--- src/hdl/rsa_modexp_char_codec_defines.svh ---
// ----------------------------------------------------------------------------
// rsa_modexp_char_codec assertion macros
// Concurrent assertion wrappers, empty when SYNTH is defined.
// ----------------------------------------------------------------------------
`ifndef RSA_MODEXP_CHAR_CODEC_DEFINES_SVH
`define RSA_MODEXP_CHAR_CODEC_DEFINES_SVH
`ifndef SYNTH
`define RMC_ASSERT(lbl, prop) \
  lbl: assert property (@(posedge clk_i) disable iff (!rst_ni) prop) \
    else $error("rmc assertion failed");
`define RMC_ASSERT_ALWAYS(lbl, prop) \
  lbl: assert property (@(posedge clk_i) prop) \
    else $error("rmc assertion failed");
`else
`define RMC_ASSERT(lbl, prop)
`define RMC_ASSERT_ALWAYS(lbl, prop)
`endif
`endif

--- src/hdl/rmc_pkg.sv ---
// ----------------------------------------------------------------------------
// rmc_pkg
// Types and constants of the RSA character codec.
// ----------------------------------------------------------------------------
package rmc_pkg;

  localparam int MOD_BITS_DEF = 32;
  localparam int EXP_BITS     = 32;
  localparam int CODE_RADIX   = 94;
  localparam int CODE_OFFSET  = 33;
  localparam int MODULUS_RST  = 2;

  typedef enum logic {
    OP_ENCRYPT = 1'b0,
    OP_DECRYPT = 1'b1
  } op_e;

  typedef enum logic [1:0] {
    REG_MODULUS = 2'd0,
    REG_ENC_EXP = 2'd1,
    REG_DEC_EXP = 2'd2
  } cfg_reg_e;

  typedef enum logic [2:0] {
    ST_IDLE,
    ST_REDUCE,
    ST_SQR_GO,
    ST_SQR_WAIT,
    ST_MUL_GO,
    ST_MUL_WAIT,
    ST_FINISH,
    ST_SPLIT
  } state_e;

  typedef struct packed {
    logic        operation;
    logic [7:0]  data_byte;
    logic [25:0] high_part;
  } rmc_in_t;

  typedef struct packed {
    logic [7:0]  out_char;
    logic [25:0] out_high;
  } rmc_out_t;

endpackage

--- src/hdl/rmc_div.sv ---
// ----------------------------------------------------------------------------
// rmc_div
// Bit-serial restoring divider, one quotient bit per cycle; returns the
// remainder.
// ----------------------------------------------------------------------------
module rmc_div #(
  parameter int DW = 34,
  parameter int NW = 32
) (
  input  logic          clk_i,
  input  logic          rst_ni,
  input  logic          start_i,
  input  logic [DW-1:0] dividend_i,
  input  logic [NW-1:0] divisor_i,
  output logic          done_o,
  output logic [NW-1:0] remainder_o
);

  localparam int CW = $clog2(DW);

  logic [DW-1:0] dvd_q;
  logic [NW-1:0] rem_q, dvs_q;
  logic [CW-1:0] cnt_q;
  logic          run_q, done_q;
  logic [NW:0]   trial;
  logic [NW:0]   diff;
  logic          qbit;

  always_comb begin
    trial = {rem_q, dvd_q[DW-1]};
    qbit  = (trial >= {1'b0, dvs_q});
    diff  = qbit ? (trial - {1'b0, dvs_q}) : trial;
  end

  always_ff @(posedge clk_i or negedge rst_ni) begin
    if (!rst_ni) begin
      run_q  <= 1'b0;
      done_q <= 1'b0;
      cnt_q  <= '0;
    end else begin
      done_q <= 1'b0;
      if (start_i) begin
        run_q <= 1'b1;
        cnt_q <= CW'(DW - 1);
      end else if (run_q) begin
        cnt_q <= cnt_q - CW'(1);
        if (cnt_q == '0) begin
          run_q  <= 1'b0;
          done_q <= 1'b1;
        end
      end
    end
  end

  always_ff @(posedge clk_i) begin
    if (start_i) begin
      dvd_q <= dividend_i;
      dvs_q <= divisor_i;
      rem_q <= '0;
    end else if (run_q) begin
      dvd_q <= {dvd_q[DW-2:0], qbit};
      rem_q <= diff[NW-1:0];
    end
  end

  assign done_o      = done_q;
  assign remainder_o = rem_q;

endmodule

--- src/hdl/rmc_mulmod.sv ---
// ----------------------------------------------------------------------------
// rmc_mulmod
// Shift-and-add modular multiplier, one multiplier bit per cycle.
// ----------------------------------------------------------------------------
module rmc_mulmod #(
  parameter int NW = 32
) (
  input  logic          clk_i,
  input  logic          rst_ni,
  input  logic          start_i,
  input  logic [NW-1:0] a_i,
  input  logic [NW-1:0] b_i,
  input  logic [NW-1:0] n_i,
  output logic          done_o,
  output logic [NW-1:0] product_o
);

  logic [NW-1:0] a_q, b_q, n_q, acc_q;
  logic          run_q, done_q;
  logic [NW-1:0] acc_add, a_dbl;

  // operands are below n
  function automatic logic [NW-1:0] add_mod(input logic [NW-1:0] x,
                                            input logic [NW-1:0] y,
                                            input logic [NW-1:0] m);
    logic [NW:0] s;
    s = {1'b0, x} + {1'b0, y};
    if (s >= {1'b0, m}) s = s - {1'b0, m};
    return s[NW-1:0];
  endfunction

  always_comb begin
    acc_add = add_mod(acc_q, a_q, n_q);
    a_dbl   = add_mod(a_q, a_q, n_q);
  end

  always_ff @(posedge clk_i or negedge rst_ni) begin
    if (!rst_ni) begin
      run_q  <= 1'b0;
      done_q <= 1'b0;
    end else begin
      done_q <= 1'b0;
      if (start_i) begin
        run_q <= 1'b1;
      end else if (run_q && (b_q == '0)) begin
        run_q  <= 1'b0;
        done_q <= 1'b1;
      end
    end
  end

  always_ff @(posedge clk_i) begin
    if (start_i) begin
      a_q   <= a_i;
      b_q   <= b_i;
      n_q   <= n_i;
      acc_q <= '0;
    end else if (run_q && (b_q != '0)) begin
      if (b_q[0]) acc_q <= acc_add;
      a_q <= a_dbl;
      b_q <= {1'b0, b_q[NW-1:1]};
    end
  end

  assign done_o    = done_q;
  assign product_o = acc_q;

endmodule

--- src/hdl/rsa_modexp_char_codec.sv ---
// ----------------------------------------------------------------------------
// rsa_modexp_char_codec
// Textbook RSA on one character per command, square-and-multiply.
// ----------------------------------------------------------------------------
// Usage: write modulus, enc_exponent and dec_exponent through the cfg
// channel (index 0..2) while busy is low. A command beat is taken when
// start is high and busy is low; busy stays high until the result.
// Encrypt returns k mod 94 + 33 and k / 94 for k = byte^e mod n.
// Decrypt rebuilds c = 94 * high + char - 33 and returns (c^d mod n) & 0xFF.
// The result shows on result_o for exactly one cycle with done_o high;
// the receiver cannot stall it. Steps, W = max(MOD_BITS, 34):
//   operand reduction of the W-bit operand on the serial divider,
//   32 squarings and one multiply per set exponent bit on the shared
//   modular multiplier, one finish state,
//   encrypt then splits k by 94 over ceil(MOD_BITS / 8) bytes, one byte
//   per cycle; done_o follows, busy is already low in that cycle.
// A zero exponent goes from the reduction straight to the finish state.
// Reset: modulus 2, exponents 0, block idle, no result pending.
// ----------------------------------------------------------------------------
`include "rsa_modexp_char_codec_defines.svh"

module rsa_modexp_char_codec
  import rmc_pkg::*;
#(
  parameter int MOD_BITS = MOD_BITS_DEF
) (
  input  logic        clk_i,
  input  logic        rst_ni,
  input  logic        start,
  output logic        busy,
  input  rmc_in_t     in_i,
  output logic        done_o,
  output rmc_out_t    result_o,
  input  logic        cfg_valid_i,
  output logic        cfg_ready_o,
  input  logic [1:0]  cfg_index_i,
  input  logic [31:0] cfg_data_i
);

  localparam int DW          = (MOD_BITS > 34) ? MOD_BITS : 34;
  localparam int BW          = $clog2(EXP_BITS);
  localparam int SPLIT_BYTES = (MOD_BITS + 7) / 8;
  localparam int KW          = SPLIT_BYTES * 8;
  localparam int SW          = $clog2(SPLIT_BYTES);
  // x / 47 == (x * RECIP_47) >> RECIP_SHIFT for x below 2^14
  localparam int RECIP_47    = 22311;
  localparam int RECIP_SHIFT = 20;

  logic [MOD_BITS-1:0] modulus_q, n_eff;
  logic [31:0]         enc_exp_q, dec_exp_q;

  state_e              state_q, state_d;
  logic                op_q, op_d, neg_q, neg_d;
  logic [MOD_BITS-1:0] n_q, n_d, base_q, base_d, acc_q, acc_d;
  logic [31:0]         exp_q, exp_d;
  logic [BW-1:0]       bit_q, bit_d;
  rmc_out_t            res_q, res_d;
  logic                done_q, done_d;
  logic [KW-1:0]       spl_q, spl_d;
  logic [6:0]          srem_q, srem_d;
  logic [SW-1:0]       scnt_q, scnt_d;

  logic                accept;
  logic [32:0]         scaled;
  logic [34:0]         sval;
  logic [33:0]         mag;
  logic [14:0]         spl_v;
  logic [27:0]         spl_prod;
  logic [7:0]          spl_digit;
  logic [6:0]          spl_rem;
  logic [KW-1:0]       spl_quo;

  logic                div_start, div_done;
  logic [DW-1:0]       div_dividend;
  logic [MOD_BITS-1:0] div_divisor, div_rem;
  logic                mul_start, mul_done;
  logic [MOD_BITS-1:0] mul_b, mul_prod;

  assign accept      = start && !busy;
  assign busy        = (state_q != ST_IDLE);
  assign cfg_ready_o = !busy;
  assign n_eff       = (modulus_q < MOD_BITS'(2)) ? MOD_BITS'(1) : modulus_q;

  always_ff @(posedge clk_i or negedge rst_ni) begin
    if (!rst_ni) begin
      modulus_q <= MOD_BITS'(MODULUS_RST);
      enc_exp_q <= '0;
      dec_exp_q <= '0;
    end else if (cfg_valid_i && cfg_ready_o) begin
      unique case (cfg_index_i)
        REG_MODULUS: modulus_q <= MOD_BITS'(cfg_data_i);
        REG_ENC_EXP: enc_exp_q <= cfg_data_i;
        REG_DEC_EXP: dec_exp_q <= cfg_data_i;
        default: ;
      endcase
    end
  end

  // signed decrypt operand as sign and magnitude
  always_comb begin
    scaled = 33'(in_i.high_part) * 33'(CODE_RADIX);
    sval   = {2'b00, scaled} + 35'(in_i.data_byte) - 35'(CODE_OFFSET);
    if (in_i.operation == OP_DECRYPT) begin
      neg_d = sval[34];
      mag   = sval[34] ? 34'(35'd0 - sval) : sval[33:0];
    end else begin
      neg_d = 1'b0;
      mag   = 34'(in_i.data_byte);
    end
  end

  // one quotient byte by 94 per cycle: v = rem * 256 + next byte of k
  always_comb begin
    spl_v     = {srem_q, spl_q[KW-1 -: 8]};
    spl_prod  = 28'(spl_v[14:1]) * 28'(RECIP_47);
    spl_digit = spl_prod[RECIP_SHIFT +: 8];
    spl_rem   = 7'(spl_v - 15'(spl_digit) * 15'(CODE_RADIX));
    spl_quo   = {spl_q[KW-9:0], spl_digit};
  end

  assign div_start    = accept;
  assign div_dividend = DW'(mag);
  assign div_divisor  = n_eff;
  assign mul_start    = (state_q == ST_SQR_GO) || (state_q == ST_MUL_GO);
  assign mul_b        = (state_q == ST_SQR_GO) ? acc_q : base_q;

  rmc_div #(
    .DW(DW),
    .NW(MOD_BITS)
  ) u_div (
    .clk_i       (clk_i),
    .rst_ni      (rst_ni),
    .start_i     (div_start),
    .dividend_i  (div_dividend),
    .divisor_i   (div_divisor),
    .done_o      (div_done),
    .remainder_o (div_rem)
  );

  rmc_mulmod #(
    .NW(MOD_BITS)
  ) u_mulmod (
    .clk_i     (clk_i),
    .rst_ni    (rst_ni),
    .start_i   (mul_start),
    .a_i       (acc_q),
    .b_i       (mul_b),
    .n_i       (n_q),
    .done_o    (mul_done),
    .product_o (mul_prod)
  );

  always_comb begin
    state_d = state_q;
    op_d    = op_q;
    n_d     = n_q;
    exp_d   = exp_q;
    base_d  = base_q;
    acc_d   = acc_q;
    bit_d   = bit_q;
    res_d   = res_q;
    spl_d   = spl_q;
    srem_d  = srem_q;
    scnt_d  = scnt_q;
    done_d  = 1'b0;
    unique case (state_q)
      ST_IDLE: begin
        if (accept) begin
          op_d    = in_i.operation;
          n_d     = n_eff;
          exp_d   = (in_i.operation == OP_DECRYPT) ? dec_exp_q : enc_exp_q;
          state_d = ST_REDUCE;
        end
      end
      ST_REDUCE: begin
        if (div_done) begin
          base_d = (neg_q && (div_rem != '0)) ? (n_q - div_rem) : div_rem;
          bit_d  = BW'(EXP_BITS - 1);
          if (exp_q == '0) begin
            acc_d   = MOD_BITS'(1);
            state_d = ST_FINISH;
          end else begin
            acc_d   = (n_q == MOD_BITS'(1)) ? '0 : MOD_BITS'(1);
            state_d = ST_SQR_GO;
          end
        end
      end
      ST_SQR_GO: state_d = ST_SQR_WAIT;
      ST_SQR_WAIT: begin
        if (mul_done) begin
          acc_d = mul_prod;
          if (exp_q[bit_q]) begin
            state_d = ST_MUL_GO;
          end else if (bit_q == '0) begin
            state_d = ST_FINISH;
          end else begin
            bit_d   = bit_q - BW'(1);
            state_d = ST_SQR_GO;
          end
        end
      end
      ST_MUL_GO: state_d = ST_MUL_WAIT;
      ST_MUL_WAIT: begin
        if (mul_done) begin
          acc_d = mul_prod;
          if (bit_q == '0) begin
            state_d = ST_FINISH;
          end else begin
            bit_d   = bit_q - BW'(1);
            state_d = ST_SQR_GO;
          end
        end
      end
      ST_FINISH: begin
        if (op_q == OP_ENCRYPT) begin
          spl_d   = KW'(acc_q);
          srem_d  = '0;
          scnt_d  = SW'(SPLIT_BYTES - 1);
          state_d = ST_SPLIT;
        end else begin
          res_d.out_char = acc_q[7:0];
          res_d.out_high = '0;
          done_d         = 1'b1;
          state_d        = ST_IDLE;
        end
      end
      ST_SPLIT: begin
        spl_d  = spl_quo;
        srem_d = spl_rem;
        scnt_d = scnt_q - SW'(1);
        if (scnt_q == '0) begin
          res_d.out_char = 8'(spl_rem) + 8'(CODE_OFFSET);
          res_d.out_high = 26'(spl_quo);
          done_d         = 1'b1;
          state_d        = ST_IDLE;
        end
      end
      default: state_d = ST_IDLE;
    endcase
  end

  always_ff @(posedge clk_i or negedge rst_ni) begin
    if (!rst_ni) begin
      state_q <= ST_IDLE;
      done_q  <= 1'b0;
    end else begin
      state_q <= state_d;
      done_q  <= done_d;
    end
  end

  always_ff @(posedge clk_i) begin
    op_q   <= op_d;
    n_q    <= n_d;
    exp_q  <= exp_d;
    base_q <= base_d;
    acc_q  <= acc_d;
    bit_q  <= bit_d;
    res_q  <= res_d;
    spl_q  <= spl_d;
    srem_q <= srem_d;
    scnt_q <= scnt_d;
    if (accept) neg_q <= neg_d;
  end

  assign done_o   = done_q;
  assign result_o = res_q;

  `RMC_ASSERT(a_done_idle, done_o |-> !busy)
  `RMC_ASSERT(a_start_busy, start && !busy |=> busy)
  `RMC_ASSERT(a_done_single, done_o |=> !done_o)
  `RMC_ASSERT(a_dec_high_zero, done_o && (op_q == OP_DECRYPT) |-> result_o.out_high == '0)
  `RMC_ASSERT_ALWAYS(a_reset_quiet, !rst_ni |=> !done_o)

endmodule
--- config.mk ---
export PLATFORM = sky130hd
export DESIGN_NAME = rsa_modexp_char_codec
export DESIGN_NICKNAME = d
export VERILOG_FILES = /design/src/hdl/rmc_pkg.sv /design/src/hdl/rmc_div.sv /design/src/hdl/rmc_mulmod.sv /design/src/hdl/rsa_modexp_char_codec.sv
export VERILOG_INCLUDE_DIRS = /design/src /design/src/hdl
export SDC_FILE = /design/constraint.sdc
export NUM_CORES = 2
export LEC_CHECK = 0
export BUFFER_PORTS_ARGS = -buffer_cell sky130_fd_sc_hd__buf_2
export CORE_MARGIN = 3
export CORE_UTILIZATION = 69
export DETAILED_ROUTE_END_ITERATION = 6
export PLACE_DENSITY = 0.95
export SYNTH_ARGS = -nofsm -noshare
export SYNTH_HDL_FRONTEND = slang
export SYNTH_SLANG_ARGS = --single-unit
--- constraint.sdc ---
create_clock -name clk_i -period 18.7 [get_ports clk_i]
set_input_delay 2.805 -clock clk_i [delete_from_list [all_inputs] [get_ports clk_i]]
set_output_delay 2.805 -clock clk_i [all_outputs]
set_load 0.05 [all_outputs]
Word level (Yosys, flattened, before mapping). Cells that the tools add are included.

Add/subtract/negate cells: 14. $mul: 3. $lt $le $gt $ge: 5. Eq/ne operators: 19. Multiplexer cells: 62. Reductions and logical operators: 35.

Operators by type and width (count): $mux 32 (14); $mux 34 (6); $pmux 32 s2 (2); $sub 32x32->32 (4); $ge 33x32->1 (3); $pmux 34 s2 (1); $add 32x32->33 (2); $logic_not 32->1 (2); $reduce_bool 32->1 (2); $sub 34x6->35 const B (1); $add 33x8->34 (1); $sub 1x34->34 const A (1); $eq 32x1->1 const B (1); $lt 32x2->1 const B (1); $mul 26x6->32 const B (1); $mul 14x15->28 const B (1); $mux 3 (9); $mux 5 (5); $pmux 3 s8 (1); $mux 1 (15); $pmux 5 s3 (1); $pmux 7 s2 (1); $reduce_and 2->1 (7); $eq 3x3->1 const B (4); 31 further kinds (52).

Bits in registers: 546. Input bits: 73. Output and inout port bits: 37. Word-level logic and storage cells: 167.

Logic depth before layout (Yosys ltp).
Word-level depth: 7. Gate-level depth with buffers: 36. Gate-level depth less buffers: 36.

Cells and area by module. Synthesis repeated with hierarchy kept, for this count alone.

Cells, all modules: 4051. Area, all modules: 41517.3 µm².

By module, submodules not included: rsa_modexp_char_codec (times used 1, cells each 2306, area each 25037.8 µm², seq. area each 8809.7 µm²); rmc_mulmod (times used 1, cells each 1153, area each 10329.9 µm², seq. area each 3573.4 µm²); rmc_div (times used 1, cells each 592, area each 6149.6 µm², seq. area each 2822.7 µm²).

Least setup slack after synthesis. Ideal clock, no wire load.

Path kind: input-to-reg. From: input in_i[2] (netlist name). To: register u_div.dvd_q[33], data pin. Arrival: 9388 ps. Data required time: 18441 ps. Setup slack: 9052 ps. Stages: 34. Path through: fa_1 -> ha_1 -> inv_1 -> fa_1 -> inv_1 -> ha_1 -> a21o_1 -> a21oi_1 -> o21bai_1 -> a21oi_1 -> o21a_1 -> nor2_1 -> and2_1 -> o31ai_1 -> nand2b_1 -> a21oi_1 -> o21bai_1 -> a21oi_1 -> xnor2_1 -> ha_1 -> clkdlybuf4s25_1 -> a21oi_1 -> nor2b_1 -> nor2_1 -> a211o_1 -> a21oi_1 -> nor2b_1 -> xnor2_1 -> or2b_2 -> or4_4 -> o31ai_2 -> xnor2_1 -> xnor2_1 -> o21ai_1.

Longest elaborated chain between the ends: 7.

RTL lines: start: declaration (RTL line rsa_modexp_char_codec.sv:31) `input rmc_in_t in_i,`; $mul 26x6->32 (*) (RTL line rsa_modexp_char_codec.sv:101) `scaled = 33'(in_i.high_part) * 33'(CODE_RADIX);`; $add 33x8->34 (*) (RTL line rsa_modexp_char_codec.sv:102) `sval = {2'b00, scaled} + 35'(in_i.data_byte) - 35'(CODE_OFFSET);`; $sub 34x6->35 (*) (RTL line rsa_modexp_char_codec.sv:102); $sub 1x34->34 (RTL line rsa_modexp_char_codec.sv:105) `mag = sval[34] ? 34'(35'd0 - sval) : sval[33:0];`; $mux 34 (*) (RTL line rsa_modexp_char_codec.sv:105); $mux 34 (*) (RTL line rsa_modexp_char_codec.sv:103) `if (in_i.operation == OP_DECRYPT) begin`; $mux 34 (*) (RTL line rmc_div.sv:56) `if (start_i) begin`; end signal: assignment (RTL line rmc_div.sv:57) `dvd_q <= dividend_i;`; end signal: assignment (RTL line rmc_div.sv:61) `dvd_q <= {dvd_q[DW-2:0], qbit};`; end: declaration (RTL line rmc_div.sv:21) `logic [DW-1:0] dvd_q;`.

Every way passes the cells marked *; elsewhere a longest branch is shown, timed or not. A chain may end at the register's enable or synchronous reset.

==> results.txt <==
* Slowest cell on the critical path: sky130_fd_sc_hd__o41ai_1
- Of the post-synthesis cell area, the dominant cell type holds 0.264.
* Max Root-Sink Buffers: 3
- Core region area: 55200 µm²
- GRT met1 Usage: 0.416
* Seq/Total Area, Yosys: 0.369
- Met3 usage in global routing: 0.0487
- In the final design database the tool counted 4471 nets.
* Netlist Area Pre-Place: 38600 µm²
* Number of global-route vias before repair: 30135
* FMAX: 0.0971 GHz
- Setup repair bufs after CTS: 0
- Top cell type by total area after synthesis: sky130_fd_sc_hd__edfxtp_1
* Endpoint required time on the critical path: 19.00 ns
* Leading cell type by number of instances after synthesis: sky130_fd_sc_hd__ha_1
- Port buffering added 109 buffers.
- In the routed layout, each cell is associated on average with a via count of 6.48.
- Hold buffer count at CTS: 0
* Failing checks: design-rule violations
- In the final layout, the share of cells above drive strength 1 is 0.104.
- Summed over all layers, the global routing overflow is 0.
* Normalized max-slew margin: 0.216
- After synthesis, the share of flip-flops with an asynchronous set or reset is 0.214.
- Critical path fanouts, max: 7
- Worst setup slack for register-to-register paths: 8.40 ns
- CTS H-tree depth: 2
* Global placer's final weighted congestion: 1.02
- The initial antenna violation count came to 1.
- Counting the fill cells in the layout gives 3358.
- For this run, design rule violations remaining after detail routing come to 2.
- Averaged over all synthesized cells, the footprint is 10.1 µm².
- The detail route stage leaves a number of antenna-violating nets equal to 0.
- The tree is rooted in a sky130_fd_sc_hd__clkbuf_16.
- Number of iterations in the first detailed-routing pass: 7
- Combined area of the multi-input logic cells: 22500 µm²
- Startpoint types: flop
- In the final routed layout, each cell accounts on average for 20.9 µm.
- Setup violations remaining at the end of the flow were counted as 0.
- Setup repair after global routing left no endpoint under its margin.
- The initialized floorplan defines 86 standard-cell rows.
- In this run the static leakage power is 18.0 nW.
- Number of instances resized during post-cts repair: 0
* Setup clock skew after layout: 0.0149 ns
- After detailed routing, the total wire length is 97400 µm.
- The cell that appears most often on the critical path is sky130_fd_sc_hd__fa_1.
* Number of hold-slack violations in the final timing report: 0
- Max Cap Viol: 0
- Summing all flip-flop and latch instances after layout gives 14200 µm².
- The count of cells in the finished layout, fillers not included, comes to 4648.
- Area growth from synthesis to layout: 7.40%
- Detailed Route Iter0 Violations: 3302
- The number of slew-limit violations in the final report came to 0.
- At the pin with the least slew margin, the transition time is 1.16 ns.
- The design draws 0.00532 W.
- Yosys attributes the largest share of cell area to sky130_fd_sc_hd__edfxtp_1 (26%), sky130_fd_sc_hd__ha_1 (13%), sky130_fd_sc_hd__fa_1 (7.7%), sky130_fd_sc_hd__dfrtp_1 (7.1%), sky130_fd_sc_hd__xnor2_1 (3.9%).
- Prior to clock tree synthesis, the placed netlist has a worst setup slack of 8.16 ns.
* Max IR drop VDD: 0.000255 V
* Flip-flop and latch count after synthesis: 514
* Net Count, Synth: 4441
- Maximum number of pins on one net before global-route repair: 80
- Final period demand of the worst path: 10.30 ns
- In the global route stage, overall resource usage came out at 0.327.
- Clock-pin slew on the worst setup and hold paths: 0.07 ns
- Path type of the worst min-delay path: flop to flop
- Signal arrival time at the worst endpoint: 10.60 ns
- Total number of clock tree sinks: 514
* Category of the most critical setup path: flop to flop
- Unique masters post-synth: 87
* Area enclosed by the die boundary: 58900 µm²
- Minimum hold slack: 0.487 ns
- Setup total negative slack on the finished layout was measured at 0 ns.
- The flow ran to the end, but the final reports show violations.
- TritonCTS created 50 clock buffers.
- Max incr delay on CP: 0.95 ns
- Wire length of the first global-routing pass: 156000 µm
* Endpoint type of the worst setup path: flop
- Effective utilization at floorplan: 0.700
- I/O pin total: 110
* Post-synth top flop: sky130_fd_sc_hd__edfxtp_1
* Vias: 30100
- Once placement completed, the tool counted placed cells totaling 4553.
- For this design the ratio of total power to cell area is 128 nW/µm².
* Global routing's busiest layer: met2
- The die is 243 µm tall.
- Horizontal die dimension: 243 µm
* Number of instances in the synthesized netlist: 3827
* Synth top cells by count: sky130_fd_sc_hd__ha_1 (392), sky130_fd_sc_hd__inv_1 (355), sky130_fd_sc_hd__edfxtp_1 (340), sky130_fd_sc_hd__nand2_1 (304), sky130_fd_sc_hd__o21ai_0 (289)
* HPWL Detailed: 71600 µm
- Dividing the final minimum period by the clock period gives 0.551.
* Number of synthesized flops with an enable pin: 340
- Worst skew pair latency: 0.59 ns
* Slack of the critical path: 8.40 ns
* Synthesis warning total: 0
- M2 GR Usage: 0.548
* Clock tree from TritonCTS: done
critical path: cells and delay by family, from the launching register on:
family / cells / cell delay, ns
adder cells (fa/ha/maj): 12 / 5.19
AO/OA/AOI/OAI: 8 / 2.16
AND/OR/NAND/NOR: 1 / 0.36
XOR/XNOR: 6 / 1.23
flip-flops: 1 / 0.62
buffers and inverters: 4 / 0.46
cell usage in the layout, fill, tap and decap left out, types with 35 or more instances in the layout:
cell type                   netlist  layout
sky130_fd_sc_hd__ha_1           392     392
sky130_fd_sc_hd__inv_1          355     353
sky130_fd_sc_hd__edfxtp_1       340     340
sky130_fd_sc_hd__nand2_1        304     302
sky130_fd_sc_hd__o21ai_0        289     289
sky130_fd_sc_hd__a21oi_1        227     227
sky130_fd_sc_hd__nor2_1         193     190
sky130_fd_sc_hd__xnor2_1        173     173
sky130_fd_sc_hd__fa_1           149     149
sky130_fd_sc_hd__mux2_2         131     131
sky130_fd_sc_hd__a21o_1         126     126
sky130_fd_sc_hd__dfrtp_1        109     109
sky130_fd_sc_hd__buf_2            1     108
sky130_fd_sc_hd__mux2i_1         89      89
sky130_fd_sc_hd__xor2_1          88      87
sky130_fd_sc_hd__dfxtp_1         64      64
sky130_fd_sc_hd__nand3_1         55      54
sky130_fd_sc_hd__clkbuf_16        0      51
sky130_fd_sc_hd__nor4_1          46      46
sky130_fd_sc_hd__nor3_1          47      45
sky130_fd_sc_hd__and3_1          44      44
sky130_fd_sc_hd__nand2b_1        43      42
sky130_fd_sc_hd__nand4_1         38      38
sky130_fd_sc_hd__a31oi_1         38      37
sky130_fd_sc_hd__nor2b_1         36      36
sky130_fd_sc_hd__o21a_1          35      35
per-stage QoR:
stage / area (µm²) / utilization
after global placement: 39800 / 0.720
after global routing: 41500 / 0.752
final: 41500 / 0.752
after CTS: 41500 / 0.752
after detailed placement: 39800 / 0.720
after floorplan: 38600 / -
kinds of logic (layout without fill, tap and decap cells):
| kind of cell | count (synthesis) | count (layout) | share of synthesized area |
|---|---|---|---|
| other | 0 | 1 | 0 |
| XOR/XNOR | 262 | 262 | 0.0597 |
| buffers and inverters | 509 | 581 | 0.0505 |
| AND/OR/NAND/NOR | 899 | 899 | 0.113 |
| multiplexers | 230 | 230 | 0.0671 |
| flip-flops | 514 | 514 | 0.369 |
| adder cells (fa/ha/maj) | 541 | 541 | 0.204 |
| AO/OA/AOI/OAI | 872 | 872 | 0.137 |
area by class of cell:
| type | instances | area share |
|---|---|---|
| Antenna cell | 1 | 0.0000603 |
| Clock buffer | 63 | 0.0328 |
| Clock inverter | 31 | 0.00895 |
| Inverter | 355 | 0.0321 |
| Multi-Input combinational cell | 2804 | 0.543 |
| Sequential cell | 514 | 0.343 |
| Tap cell | 748 | 0.0225 |
| Timing Repair Buffer | 132 | 0.0174 |
per-layer routing:
layer  up-vias  part of all wire
met3       418             0.089
met4         0             0.059
li1      13663                 -
met1     14401              0.37
met2      1618              0.48
met5         -                 0
power breakdown:
part	total (W)	internal (W)	switching, W
combinational	0.00305	0.00129	0.00176
clock	0.00107	0.000618	0.000455
sequential	0.00120	0.00120	0
total	0.00532	0.00311	0.00221
final timing paths:
check | startpoint | endpoint | cells past startpoint
max in group asynchronous | rst_ni | enc_exp_q[10] | 2
worst min register to register | modulus_q[6] | n_q[6] | 0
worst max register to register | spl_q[28] | result_o[32] | 31
worst min-delay path | modulus_q[6] | n_q[6] | 0
worst max-delay path | spl_q[28] | result_o[32] | 31
min in group asynchronous | rst_ni | dec_exp_q[26] | 1
No activity file was read; power rests on OpenSTA's default activity.
